`src/design/msnap_pkg.sv`:
```
// Shared types and constants for the multichannel median snapshot block.
// Depends on nothing; every other file refers to it by scoped names.
`timescale 1ns / 1ps

package msnap_pkg;

    // Field widths of the input and result transactions.
    localparam int TYPE_W   = 2;
    localparam int COUNT_W  = 8;
    localparam int FW_W     = 10;

    // Number of channels a request type can address, and of result fields.
    localparam int NUM_TYPES = 4;
    localparam int NUM_OUT   = 4;

    // Channel that also serves as the frame tick.
    localparam logic [TYPE_W-1:0] TICK_CHANNEL = 2'd0;

    // Reset value of the snapshot period register.
    localparam logic [FW_W-1:0] SNAP_PERIOD_RESET = 10'd60;

    typedef logic [COUNT_W-1:0] t_count;
    typedef logic [TYPE_W-1:0]  t_req_type;
    typedef logic [FW_W-1:0]    t_frame;

endpackage

```
`src/design/msnap_lane.sv`:
```
// One channel lane: sample history, fill level and rank-selected current value.
// Depends on msnap_pkg for the sample type.
`timescale 1ns / 1ps

module msnap_lane #(
    parameter int WINDOW = 3
) (
    input  logic              i_clk,
    input  logic              i_rst_n,
    input  logic              i_hit,
    input  msnap_pkg::t_count i_count,
    output msnap_pkg::t_count o_value
);

    localparam int FILL_W = $clog2(WINDOW + 1);

    msnap_pkg::t_count r_hist [WINDOW];
    logic [FILL_W-1:0] r_fill;
    msnap_pkg::t_count r_cur;

    msnap_pkg::t_count n_hist [WINDOW];
    logic [FILL_W-1:0] n_fill;
    msnap_pkg::t_count n_cur;
    logic [FILL_W-1:0] rank [WINDOW];
    logic [FILL_W-1:0] target;

    // History after this sample is shifted in, newest first.
    always_comb begin
        n_hist[0] = i_count;
        for (int k = 1; k < WINDOW; k++) begin
            n_hist[k] = r_hist[k-1];
        end
    end

    // Fill level saturates at the window depth.
    always_comb begin
        if (r_fill < FILL_W'(WINDOW)) begin
            n_fill = r_fill + FILL_W'(1);
        end else begin
            n_fill = r_fill;
        end
    end

    // Stable rank of each valid entry; the entry whose rank is fill/2 is picked.
    // Ties are broken by position, so exactly one entry matches the target.
    always_comb begin
        target = n_fill >> 1;
        n_cur  = '0;
        for (int i = 0; i < WINDOW; i++) begin
            rank[i] = '0;
            for (int j = 0; j < WINDOW; j++) begin
                if (j != i && FILL_W'(j) < n_fill &&
                    (n_hist[j] < n_hist[i] || (n_hist[j] == n_hist[i] && j < i))) begin
                    rank[i] = rank[i] + FILL_W'(1);
                end
            end
            if (FILL_W'(i) < n_fill && rank[i] == target) begin
                n_cur = n_cur | n_hist[i];
            end
        end
    end

    // History needs no reset: only entries below the fill level are read.
    always_ff @(posedge i_clk) begin
        if (i_hit) begin
            for (int k = 0; k < WINDOW; k++) begin
                r_hist[k] <= n_hist[k];
            end
        end
    end

    always_ff @(posedge i_clk) begin
        if (!i_rst_n) begin
            r_fill <= '0;
            r_cur  <= '0;
        end else if (i_hit) begin
            r_fill <= n_fill;
            r_cur  <= n_cur;
        end
    end

    // Value as it stands after the transaction now being processed.
    assign o_value = i_hit ? n_cur : r_cur;

    a_fill_bounded: assert property (@(posedge i_clk) disable iff (!i_rst_n)
        i_hit |=> (r_fill != '0 && r_fill <= FILL_W'(WINDOW)))
        else $error("lane fill level out of range after a sample");

endmodule

```
`src/design/msnap_frame.sv`:
```
// Frame window register and tick counter that decide when a snapshot goes out.
// Depends on msnap_pkg for the frame width and reset constant.
`timescale 1ns / 1ps

module msnap_frame (
    input  logic              i_clk,
    input  logic              i_rst_n,
    input  logic              i_cfg_we,
    input  msnap_pkg::t_frame i_cfg_wdata,
    input  logic              i_tick,
    output logic              o_fire
);

    msnap_pkg::t_frame r_snap_period;
    msnap_pkg::t_frame r_tick;
    msnap_pkg::t_frame n_tick;

    // The counter clears when a snapshot fires, which happens once it reaches the window.
    always_comb begin
        n_tick = r_tick + msnap_pkg::t_frame'(1);
        o_fire = i_tick && (n_tick >= r_snap_period);
    end

    always_ff @(posedge i_clk) begin
        if (!i_rst_n) begin
            r_snap_period <= msnap_pkg::SNAP_PERIOD_RESET;
        end else if (i_cfg_we) begin
            r_snap_period <= i_cfg_wdata;
        end
    end

    always_ff @(posedge i_clk) begin
        if (!i_rst_n) begin
            r_tick <= '0;
        end else if (i_tick) begin
            r_tick <= o_fire ? '0 : n_tick;
        end
    end

    a_clear_on_fire: assert property (@(posedge i_clk) disable iff (!i_rst_n)
        o_fire |=> (r_tick == '0))
        else $error("tick counter not cleared after a snapshot");

endmodule

```
`src/design/multichannel_median_snapshot.sv`:
```
// Top level of the multichannel median snapshot block.
// Depends on msnap_pkg, msnap_lane and msnap_frame.
//
//  Channel   | Handshake                  | Payload
//  ----------+----------------------------+---------------------------------------
//  sample in | i_in_valid / o_in_ready    | i_req_type, i_count
//  snapshot  | o_out_valid / i_out_ready  | o_l_value, o_t_value, o_x_value,
//            |                            | o_post_value
//  config    | i_cfg_we (no wait)         | i_cfg_wdata (frame window)
//
// One sample transaction per cycle is sustained unless a held snapshot stalls. A sample
// waits in the input register, where the lane's rank select and the tick compare run,
// and a snapshot is loaded into the output register as that sample moves on.
// Reset is synchronous and active low; it clears fill levels, current values, the
// tick counter and the valid flags, and restores the frame window to 60.
// A held snapshot stalls the input register only when the output register is full.
`timescale 1ns / 1ps

module multichannel_median_snapshot #(
    parameter int WINDOW   = 3,
    parameter int CHANNELS = 4
) (
    input  logic              i_clk,
    input  logic              i_rst_n,
    input  logic              i_in_valid,
    output logic              o_in_ready,
    input  msnap_pkg::t_req_type i_req_type,
    input  msnap_pkg::t_count i_count,
    input  logic              i_cfg_we,
    input  msnap_pkg::t_frame i_cfg_wdata,
    output logic              o_out_valid,
    input  logic              i_out_ready,
    output msnap_pkg::t_count o_l_value,
    output msnap_pkg::t_count o_t_value,
    output msnap_pkg::t_count o_x_value,
    output msnap_pkg::t_count o_post_value
);

    logic                  r_in_valid;
    msnap_pkg::t_req_type  r_in_type;
    msnap_pkg::t_count     r_in_count;
    logic                  r_out_valid;
    msnap_pkg::t_count     r_out [msnap_pkg::NUM_OUT];

    logic                  advance;
    logic                  accept;
    logic                  tick;
    logic                  fire;
    msnap_pkg::t_count     snap [msnap_pkg::NUM_OUT];

    // The input register moves on whenever the output register can take a result.
    assign advance    = r_in_valid && (!r_out_valid || i_out_ready);
    assign o_in_ready = !r_in_valid || advance;
    assign accept     = i_in_valid && o_in_ready;
    assign tick       = advance && (r_in_type == msnap_pkg::TICK_CHANNEL);

    always_ff @(posedge i_clk) begin
        if (!i_rst_n) begin
            r_in_valid <= 1'b0;
        end else if (accept) begin
            r_in_valid <= 1'b1;
        end else if (advance) begin
            r_in_valid <= 1'b0;
        end
    end

    always_ff @(posedge i_clk) begin
        if (accept) begin
            r_in_type  <= i_req_type;
            r_in_count <= i_count;
        end
    end

    // One lane per channel that a request type can reach; missing channels read zero.
    for (genvar c = 0; c < msnap_pkg::NUM_OUT; c++) begin : g_lane
        if (c < CHANNELS && c < msnap_pkg::NUM_TYPES) begin : g_on
            logic hit;
            assign hit = advance && (r_in_type == msnap_pkg::TYPE_W'(c));
            msnap_lane #(
                .WINDOW (WINDOW)
            ) u_lane (
                .i_clk   (i_clk),
                .i_rst_n (i_rst_n),
                .i_hit   (hit),
                .i_count (r_in_count),
                .o_value (snap[c])
            );
        end else begin : g_off
            assign snap[c] = '0;
        end
    end

    msnap_frame u_frame (
        .i_clk       (i_clk),
        .i_rst_n     (i_rst_n),
        .i_cfg_we    (i_cfg_we),
        .i_cfg_wdata (i_cfg_wdata),
        .i_tick      (tick),
        .o_fire      (fire)
    );

    // Output register: loaded with a snapshot, emptied when the transaction completes.
    always_ff @(posedge i_clk) begin
        if (!i_rst_n) begin
            r_out_valid <= 1'b0;
        end else if (fire) begin
            r_out_valid <= 1'b1;
        end else if (i_out_ready) begin
            r_out_valid <= 1'b0;
        end
    end

    always_ff @(posedge i_clk) begin
        if (fire) begin
            for (int k = 0; k < msnap_pkg::NUM_OUT; k++) begin
                r_out[k] <= snap[k];
            end
        end
    end

    assign o_out_valid  = r_out_valid;
    assign o_l_value    = r_out[0];
    assign o_t_value    = r_out[1];
    assign o_x_value    = r_out[2];
    assign o_post_value = r_out[3];

    a_stall_only_when_full: assert property (@(posedge i_clk) disable iff (!i_rst_n)
        (r_in_valid && !o_in_ready) |-> (r_out_valid && !i_out_ready))
        else $error("input register stalled with room at the output");

    a_snapshot_from_tick: assert property (@(posedge i_clk) disable iff (!i_rst_n)
        $rose(o_out_valid) |->
            $past(r_in_valid && r_in_type == msnap_pkg::TICK_CHANNEL))
        else $error("snapshot raised without a tick channel sample");

endmodule

```
`config.mk`:
```
export PLATFORM = sky130hd
export DESIGN_NAME = multichannel_median_snapshot
export DESIGN_NICKNAME = d
export VERILOG_FILES = /design/src/design/msnap_pkg.sv /design/src/design/msnap_lane.sv /design/src/design/msnap_frame.sv /design/src/design/multichannel_median_snapshot.sv
export SDC_FILE = /design/constraint.sdc
export NUM_CORES = 1
export LEC_CHECK = 0
export BUFFER_PORTS_ARGS = -buffer_cell sky130_fd_sc_hd__buf_4
export CAP_MARGIN = 10
export CORE_MARGIN = 4
export CORE_UTILIZATION = 50
export CTS_CLUSTER_SIZE = 30
export DETAILED_ROUTE_END_ITERATION = 8
export HOLD_SLACK_MARGIN = 0.15
export PLACE_DENSITY = 0.68
export SYNTH_ARGS = -nofsm -noshare
export SYNTH_HDL_FRONTEND = slang
export SYNTH_SLANG_ARGS = --single-unit
```
`constraint.sdc`:
```
create_clock -name i_clk -period 4.8 [get_ports i_clk]
set_input_delay 0.24 -clock i_clk [delete_from_list [all_inputs] [get_ports i_clk]]
set_output_delay 0.24 -clock i_clk [all_outputs]
set_load 0.02 [all_outputs]
```
==> results.md, run 1 <==
- CTS buffer count: 17
- Routed met3 length: 1230 um
- Share of the synthesized area in the top cell type: 35.7%
- Post-detail-place hpwl: 14,600 um
- Final hold vios: 0
- Post-synth EDFFs: 106
- Pleak: 0.00456 uW
- Die height: 142 um
- DR vias: 6,598
- CP Capture Type: flop
- Crit Path Class: reg -> reg
- Slew @ Worst Pin: 1060 ps
- Mapped Nets: 932
- Antenna violations before repair: 0
- Crit path to: g_lane[3].g_on.u_lane.r_cur[4]
- Top cells by area, synth: edfxtp_1, ha_1, dfxtp_1
- Final net count: 1,024
- Worst R2R Setup Slack: 870 ps
- Setup ws final: 867 ps
- Sink Count: 168
- I/O pin count: 59
- Flop pwr share: 48.1%
- Slowest-stage cell, CP: edfxtp_1
- Routability cong.: 0.953
- Synth Area in Simple Gates: 13.3%
- Adder-cell share of the synthesized area: 16.7%
- Internal power: 2550 uW
- Total core area: 17,400 um2
- Max Clk Rate: 254 MHz
- Cell Chain, Critical Path: inv_1, ha_1, nor2b_1, o21a_1, o21ai_0, a21oi_1, or3b_2, ha_1, nor3b_2, a222oi_1, a21oi_1, and2_1
- Total wire length: 21,300 um
- Largest net degree at the start of global routing: 49
- Clock period minus final worst setup slack: 3930 ps
- RSZ-0062 raised after global routing: false
- Initial Utilization: 51.3%
- CTS clk-pin slew, worst paths: 60 ps
- Synth unique cells: 48
- Post-detailed-route wirelength per cell: 19.1 um
- Status: complete, but fails checks
- Synth top cells by count: ha_1, edfxtp_1, inv_1
- Clock power share: 42.6%
- CP arrival: 4300 ps
- Synth Area in XOR/XNOR: 0.785%
- Bufs and invs on worst path: 1
- Die area: 20,100 um2
- Sw frac: 22.9%
- Final Power: 3300 uW
- Max FO, Critical Path: 9
- Clk buf depth: 2
- CTS tree: done
- Mux cell area share after synthesis: 1.57%
- Startpoint types: flop
- WP data required: 5170 ps
- Met2 Wirelength: 10,300 um
- R2R cell count: 12
- Post-synthesis sequential area ratio: 49.6%
- GRT Overall Usage: 21.8%
- Synthesis Warnings: 0
- Logic gate share of total power: 9.3%
- Final cell count without fillers: 1,117
- Sw power: 757 uW
- Die W: 142 um
- Setup TNS: 0 ps
- Overflow after GRT: 0
- CTS root buf: clkbuf_16
- Fill count: 1,431
- Dominant cell type by area after synthesis: edfxtp_1
- FP Rows: 48
- Combinational family with the most area after synthesis: adder cells
- Crit path launch: r_in_count[1]
- Worst-skew pair later-pin latency: 430 ps
- Final slew viol count: 0
- Ratio of final minimum period to clock period: 81.9%
- DR iter-0 viols: 611
- Max VDD drop: 0.000250 V
- Antenna-violating nets left: 0
- Share of layout cells above drive strength 1: 13.8%
- Slew headroom: 29.1%
- Synth Area in Compound Gates: 13.8%
- First-pass GRT wire length: 34,400 um
- Pre-CTS setup slack: 1030 ps
- Clk_skew: 8.74 ps
- Count leader, synth: ha_1
- Area grow syn2layout: 17.7%
- Syn avg cell area: 11.3 um2
- Asr flop ratio synth: 0%
- Top FF cell, synth: edfxtp_1
- Mapped Cells: 788
- Failing checks: DRC
- TritonRoute pass-1 iters: 9
- Met1 Wirelength: 9270 um
- FF+latch count, synth: 168
- CP Depth: 12
- Reg area: 4420 um2
- Antenna diode count: 0
- I/O Buffers: 58
- Max-cap viol count: 0
- PwrDens: 314 nW/um2
- Min-Delay Path Class: in -> reg
- Drt via density: 5.91
- Worst R2R Start: r_in_count[1]
- Footprint of the multi-input gates: 4130 um2
- Depth of the CTS H-tree: 4
- Number of global-route vias before repair: 6,661
- Final setup vio count: 0
- Top Family by Delay on Critical Path: simple AND/OR/NAND/NOR gates
- Mapped Area: 8930 um2
- Max stage delay on crit path: 590 ps
- R2r endpoint: g_lane[3].g_on.u_lane.r_cur[4]
- Placed insts: 1,064
- Top Layer Used: met4
- Worst hold stages: 2
- Drc violations: 1
## metrics by stage
step                hold slack (ps)  util (%)  cell area [um2]
global route                    181      60.3            10500
finish                          174      60.3            10500
CTS                             153      60.3            10500
floorplan                       339         -             8930
global placement                418      55.6             9680
detailed placement              419      55.6             9680
## area by class of cell
cell class | instances | share of cell area (%)
clock buffer | 20 | 4.35
multi-input combinational | 519 | 39.3
sequential | 168 | 42.1
clock inverter | 11 | 1.39
timing repair buffer | 91 | 7.15
inverter | 83 | 2.98
tap | 225 | 2.68
## layer usage
metal / track usage [%] / vias up
li1: - / 3147
met1: 28.6 / 3197
met2: 36.6 / 224
met3: 4.21 / 30
met4: 7.17 / 0
met5: 0 / -
## worst register-to-register path, delay by kind of cell, from the launching register on
family | cells | cell delay, ps
and+or+nand+nor | 4 | 1340
AOI/OAI and AO/OA | 5 | 940
adders and majority gates | 2 | 680
DFF | 1 | 590
buffers and inverters | 1 | 320
## kinds of logic after synthesis
family,Yosys count
AOI/OAI and AO/OA,170
xor gates and xnor gates,8
adders and majority gates,119
buffers and inverters,101
DFF,168
muxes,14
and+or+nand+nor,208
## what timing repair did
action | 4_1_cts | 5_1_grt
endpoints found under the hold margin | 21 | 0
gates resized for setup | 0 | 0
setup endpoints to repair | 0 | 0
hold buffers | 22 | 0
setup buffers | 0 | 0
## power groups by stage
stage               logic (uW)  clock network, uW  registers (uW)
detailed placement         289                  0            1620
finish                     308               1410            1590
global placement           278                  0            1620
CTS                        307               1430            1590
global route               345               1500            1590
floorplan                  192                  0            1610
## cell usage in the layout, fill, tap and decap left out, drive strengths merged, types with 8 or more instances in the layout
cell type    instances
a21o                28
a21oi               48
a221o                8
a222oi              32
and2                33
buf                 69
clkbuf              20
dfxtp               62
dlygate4sd3         22
edfxtp             106
ha                 119
inv                 82
mux2i               14
nand2               29
nand3               15
nand4               20
nor2                53
nor2b               10
nor3b               15
o21a                 9
o21ai               22
or3b                 8
## sequential cells by signal, summed over array words and instances, names as in the netlist
signal                     cells
g_lane.g_on.u_lane.r_cur      32
g_lane.g_on.u_lane.r_fill      8
g_lane.g_on.u_lane.r_hist     64
o_out_valid                    1
r_in_count                     8
r_in_type                      2
r_in_valid                     1
r_out                         32
u_frame.r_snap_period         10
u_frame.r_tick                10
## worst min path at each step
| stage | from | endpoint | slack [ps] |
|---|---|---|---|
| 2_1_floorplan | i_count[0] | r_in_count[0] | 340 |
| 3_3_place_gp | i_count[0] | r_in_count[0] | 420 |
| 3_5_place_dp | i_req_type[1] | r_in_type[1] | 420 |
| 4_1_cts | i_cfg_we | u_frame.r_snap_period[4] | 150 |
| 5_1_grt | i_out_ready | o_out_valid | 180 |
| 6_report | i_cfg_we | u_frame.r_snap_period[4] | 170 |
Power figures use the tool's default switching activity.
==> inputs of run 2 (changes only) <==
--- a/config.mk
+++ b/config.mk
@@ -5,6 +5,7 @@
 export SDC_FILE = /design/constraint.sdc
 export NUM_CORES = 1
 export LEC_CHECK = 0
+export ABC_AREA = 1
 export BUFFER_PORTS_ARGS = -buffer_cell sky130_fd_sc_hd__buf_4
 export CAP_MARGIN = 10
 export CORE_MARGIN = 4
==> constraint.sdc (replaced) <==
create_clock -name i_clk -period 4.1 [get_ports i_clk]
set_input_delay 0.205 -clock i_clk [delete_from_list [all_inputs] [get_ports i_clk]]
set_output_delay 0.205 -clock i_clk [all_outputs]
set_load 0.02 [all_outputs]
==> run 2 against run 1 <==
Largest power group unchanged. The flow now finishes without violations. Combinational power rose by 14%. First-iteration DRC count decreased by 22%. Hold slack improved by 3.9 ps. Sequential share of layout area decreased by 1.1 points. Clock-buffer cell count up 1. Total power rose by 14%.
==> results.md, run 2 <==
- Post-synth EDFFs: 106
- TritonRoute pass-1 iters: 5
- Asr flop ratio synth: 0%
- Max VDD drop: 0.000301 V
- Pre-CTS setup slack: 695 ps
- Postcts setup bufs: 0
- Slew headroom: 37.5%
- Number of global-route vias before repair: 6,833
- Sink Count: 168
- Dominant cell type by area after synthesis: edfxtp_1
- CTS root buf: clkbuf_16
- Cell Chain, Critical Path: ha_1, nand2_1, nor2_2, nand3_1, xnor2_1, ha_1, nand2_1, nor2_1, nand3_1, nand2_1, nor2_1, buf_4, inv_1, nand2_1, inv_1, buf_4
- GRT Overall Usage: 21.0%
- Top FF cell, synth: edfxtp_1
- Clk buf depth: 2
- R2R cell count: 16
- Setup TNS: 0 ps
- DR vias: 7,080
- Overflow after GRT: 0
- Worst hold slack: 178 ps
- Die height: 144 um
- Post-synthesis sequential area ratio: 48.1%
- Worst-skew pair later-pin latency: 420 ps
- Fill count: 1,556
- Ratio of final minimum period to clock period: 81.8%
- Depth of the CTS H-tree: 4
- Antenna diode count: 0
- I/O pin count: 59
- Synth top cells by count: nand2_1, inv_1, ha_1
- Max-cap viol count: 0
- FF+latch count, synth: 168
- Top cells by area, synth: edfxtp_1, ha_1, dfxtp_1
- Final Power: 3780 uW
- WP data required: 4180 ps
- CP arrival: 3440 ps
- First-pass GRT wire length: 34,100 um
- Syn avg cell area: 9.01 um2
- PwrDens: 350 nW/um2
- Die W: 144 um
- CTS Hold Bufs: 32
- Slew @ Worst Pin: 937 ps
- FP Rows: 49
- Biggest register: g_lane.g_on.u_lane.r_hist
- Max FO, Critical Path: 22
- Clk_skew: 7.18 ps
- I/O Buffers: 58
- Antenna violations before repair: 0
- Most frequent cells in the layout: nand2_1, inv_1, ha_1
- Synthesis Warnings: 0
- Antenna-violating nets left: 0
- Pleak: 0.00503 uW
- Final slew viol count: 0
- Max Clk Rate: 298 MHz
- Drt via density: 5.19
- Final setup vio count: 0
- Final net count: 1,267
- Count leader, synth: nand2_1
- Share of layout cells above drive strength 1: 10.6%
- CP Capture Type: flop
- CTS buffer count: 17
- RSZ-0062 raised after global routing: false
- Min-Delay Path Class: in -> reg
- Synth unique cells: 34
- Mapped Cells: 1,020
- Most Frequent Cell on Critical Path: nand2_1
- Total wire length: 20,700 um
- Clock period minus final worst setup slack: 3350 ps
- Final hold vios: 0
- Slowest-stage cell, CP: dfxtp_1
- Initial Utilization: 51.0%
- Area grow syn2layout: 17.5%
- Max reg flops: 64
- Max stage delay on crit path: 450 ps
- Routability cong.: 0.878
- Post-detailed-route wirelength per cell: 15.1 um
- Worst hold stages: 3
- PostCTS Resize Cnt: 0
- Total core area: 18,000 um2
- Mapped Nets: 1,164
- Bufs and invs on worst path: 4
- Commonest non-fill, non-tap cell in the layout: nand2_1
- Post-detail-place hpwl: 14,200 um
- Die area: 20,600 um2
- Mapped Area: 9190 um2
- Crit Path Class: reg -> reg
- DR iter-0 viols: 476
- Setup ws final: 746 ps
- CP Depth: 16
- Drc violations: 0
- Startpoint types: flop
- Share of the synthesized area in the top cell type: 34.6%
- CTS clk-pin slew, worst paths: 60 ps
- Top Family by Delay on Critical Path: buffers and inverters
- Status: complete, no violations
- CTS tree: done
- Largest net degree at the start of global routing: 48
- Largest regs: g_lane.g_on.u_lane.r_hist x64, g_lane.g_on.u_lane.r_cur x32, r_out x32
[run 2: cell count changes after synthesis, sizes merged, moves of 25 or more]
cell	previous run	this run
a21oi	48	73
nand2	29	186
a21o	28	0
a222oi	32	0
nor2	53	118
inv	81	166
and2	33	0
o21ai	22	72
[run 2: cells by family (layout without fill, tap and decap cells)]
family / Yosys count / in the layout / share of synthesized area, %
XOR/XNOR: 6 / 6 / 0.572
AO/OA/AOI/OAI: 180 / 180 / 10.5
buffers and inverters: 182 / 298 / 7.69
adder cells (fa/ha/maj): 119 / 119 / 16.2
flip-flops: 168 / 168 / 48.1
AND/OR/NAND/NOR: 365 / 365 / 16.9
[run 2: final cells by class]
cell class                      count  area (um2)  share of cell area (%)
Sequential cell                   168        4420                    41.0
Multi-Input combinational cell    670        4060                    37.6
Timing Repair Buffer               99         823                    7.63
Inverter                          167         627                    5.81
Clock buffer                       21         450                    4.17
Tap cell                          229         287                    2.65
Clock inverter                     11         121                    1.12
[run 2: metrics by stage]
step	area, um2	util [%]	instances
after global placement	9900	54.9	1301
after floorplan	9190	-	1020
after CTS	10800	59.9	1365
final	10800	59.9	1365
after detailed placement	9900	54.9	1301
after global routing	10800	59.9	1365
[run 2: final timing paths]
path / start / to / slack [ps]
worst max-delay path: u_frame.r_tick[0] / r_out[1][3] / 750
worst min-delay path: i_rst_n / u_frame.r_snap_period[9] / 180
worst max register to register: u_frame.r_tick[0] / r_out[1][3] / 750
worst min register to register: u_frame.r_snap_period[7] / u_frame.r_snap_period[7] / 460
[run 2: routing by layer]
metal  GRT usage (%)  wire (um)  vias up
li1                -          -     3608
met2            33.7       9400      175
met3            4.13       1030       21
met1            29.6       9950     3276
met4            4.81        291        0
met5               0          0        -
[run 2: worst reg2reg max path, stage by stage, from the launching register on]
cell and delay, ps:
dfxtp_1 450, ha_1 240, nand2_1 90, nor2_2 120, nand3_1 100, xnor2_1 150, ha_1 280, nand2_1 70
nor2_1 150, nand3_1 90, nand2_1 60, nor2_1 30, buf_4 170, inv_1 60, nand2_1 70, inv_1 430
buf_4 440
[run 2: power by group]
group,switching [uW],internal (uW)
sequential,27.0,1830
clock,657,914
combinational,211,140
total,895,2890
==> inputs of run 3 (changes only) <==
--- a/config.mk
+++ b/config.mk
@@ -13,7 +13,7 @@
 export CTS_CLUSTER_SIZE = 30
 export DETAILED_ROUTE_END_ITERATION = 8
 export HOLD_SLACK_MARGIN = 0.15
-export PLACE_DENSITY = 0.68
+export PLACE_DENSITY = 0.7
 export SYNTH_ARGS = -nofsm -noshare
 export SYNTH_HDL_FRONTEND = slang
 export SYNTH_SLANG_ARGS = --single-unit
==> constraint.sdc (replaced) <==
create_clock -name i_clk -period 2.94 [get_ports i_clk]
set_input_delay 0.147 -clock i_clk [delete_from_list [all_inputs] [get_ports i_clk]]
set_output_delay 0.147 -clock i_clk [all_outputs]
set_load 0.02 [all_outputs]
==> run 3 against run 2 <==
Cell count rose by 2.1%. Non-clock buffer count rose by 29. Die area unchanged. Register-to-register slack worse by 660 ps. Sequential share of layout area decreased by 1.7 points. Critical path type unchanged. Critical endpoint is now r_out[2][4].
==> results.md, run 3 (synthesized netlist as in run 2, its figures left out) <==
- Core occupancy in the finished layout: 62.4%
- Largest regs: g_lane.g_on.u_lane.r_hist x64, g_lane.g_on.u_lane.r_cur x32, r_out x32
- I/O Buffers: 58
- Slew @ Worst Pin: 807 ps
- Setup ws final: 81.4 ps
- Final slew viol count: 0
- Status: complete, no violations
- CP Capture Type: flop
- Crit Path Class: reg -> reg
- CTS root buf: clkbuf_16
- Worst R2R Setup Slack: 80 ps
- Final setup vio count: 0
- Antenna diode count: 0
- CTS tree: done
- GRT Overall Usage: 21.5%
- Clk buf depth: 2
- Die area: 20,600 um2
- WP data required: 3130 ps
- PwrDens: 469 nW/um2
- Max-cap viol count: 0
- Sink Count: 168
- DR iter-0 viols: 529
- Drt via density: 5.26
- RSZ-0062 raised after global routing: true
- CTS buffer count: 17
- Final Power: 5280 uW
- Die height: 144 um
- CTS clk-pin slew, worst paths: 70 ps
- Max VDD drop: 0.000440 V
- Die W: 144 um
- First-pass GRT wire length: 34,600 um
- Placed insts: 1,320
- Min-Delay Path Class: in -> reg
- Largest net degree at the start of global routing: 36
- R2R cell count: 16
- Biggest register: g_lane.g_on.u_lane.r_hist
- Share of layout cells above drive strength 1: 15.0%
- Most frequent cells in the layout: nand2_1, inv_1, ha_1
- Total wire length: 21,700 um
- Setup TNS: 0 ps
- Max Clk Rate: 350 MHz
- Ratio of final minimum period to clock period: 97.2%
- Crit path launch: r_in_count[7]
- Slew headroom: 46.0%
- Initial Utilization: 51.0%
- I/O pin count: 59
- Routability cong.: 0.902
- CP arrival: 3040 ps
- Post-detail-place hpwl: 14,700 um
- Depth of the CTS H-tree: 4
- TritonRoute pass-1 iters: 6
- Commonest non-fill, non-tap cell in the layout: nand2_1
- Startpoint types: flop
- Final cell count without fillers: 1,394
- Worst R2R Start: r_in_count[7]
- Final hold vios: 0
- Crit path to: r_out[2][4]
- Post-detailed-route wirelength per cell: 15.6 um
- Total core area: 18,000 um2
- Final net count: 1,296
- Fill count: 1,499
- Antenna-violating nets left: 0
- Pre-CTS setup slack: -132 ps
- Number of global-route vias before repair: 7,110
- Area grow syn2layout: 22.4%
- FP Rows: 49
- R2r endpoint: r_out[2][4]
- Clock period minus final worst setup slack: 2860 ps
- Drc violations: 0
- Max FO, Critical Path: 8
- Pleak: 0.00520 uW
- Overflow after GRT: 0
- Worst-skew pair later-pin latency: 430 ps
- DR vias: 7,336
- Clk_skew: 9.56 ps
- Antenna violations before repair: 0
- Max reg flops: 64
[run 3: cell count changes in the layout (fill, tap and decap cells not counted), moves of 6 or more]
cell,delta
a211oi_2,+8
buf_4,+17
buf_12,+6
a211oi_1,-8
[run 3: stage by stage]
step / cell area (um2) / hold WS, ps
3_3_place_gp: 10100 / 328
4_1_cts: 11000 / 185
5_1_grt: 11200 / 251
2_1_floorplan: 9190 / 246
3_5_place_dp: 10100 / 326
6_report: 11200 / 196
[run 3: worst min path at each step]
stage               cells past startpoint                       end       start
floorplan                               0             r_in_count[0]  i_count[0]
global placement                        1             r_in_count[0]  i_count[0]
detailed placement                      1             r_in_count[6]  i_count[6]
CTS                                     3  u_frame.r_snap_period[6]    i_cfg_we
global route                            3  u_frame.r_snap_period[9]    i_cfg_we
finish                                  3  u_frame.r_snap_period[8]    i_cfg_we
[run 3: area by class of cell]
type	count	area, um2	share of cell area (%)
Clock buffer	20	447	3.97
Clock inverter	12	98.8	0.879
Inverter	167	627	5.57
Multi-Input combinational cell	670	4220	37.5
Sequential cell	168	4420	39.3
Tap cell	229	287	2.55
Timing Repair Buffer	128	1150	10.2
[run 3: repair_timing]
action                                  4_1_cts  5_1_grt
endpoints found under the setup margin       11       45
gates cloned                                  0        1
hold buffers                                 37        0
resized for setup                             3       35
setup buffers                                 0        4
pin swaps                                     0       13
endpoints found under the hold margin        27        0
[run 3: critical path, stage by stage, from the launching register on]
cell and delay, ps:
edfxtp_1 410, inv_2 140, buf_12 150, ha_4 210, nand2_1 80, nor2_1 60, a211oi_2 230, nand2_1 100
nor2_1 140, ha_1 270, or2_4 290, nand2_8 100, nor2_1 60, nor2_1 130, nand2_1 80, o21ai_2 100
inv_1 60
[run 3: metal layers]
| metal | global-route usage (%) | vias up | routed length [um] |
|---|---|---|---|
| li1 | - | 3663 | - |
| met1 | 29.3 | 3400 | 9690 |
| met2 | 35.4 | 229 | 10300 |
| met3 | 4.39 | 44 | 1350 |
| met4 | 5.25 | 0 | 356 |
| met5 | 0 | - | 0 |
[run 3: report_power, final]
group / switching, uW / total (uW) / internal [uW]
logic: 345 / 604 / 259
registers: 21.7 / 2580 / 2550
clock network: 914 / 2100 / 1180
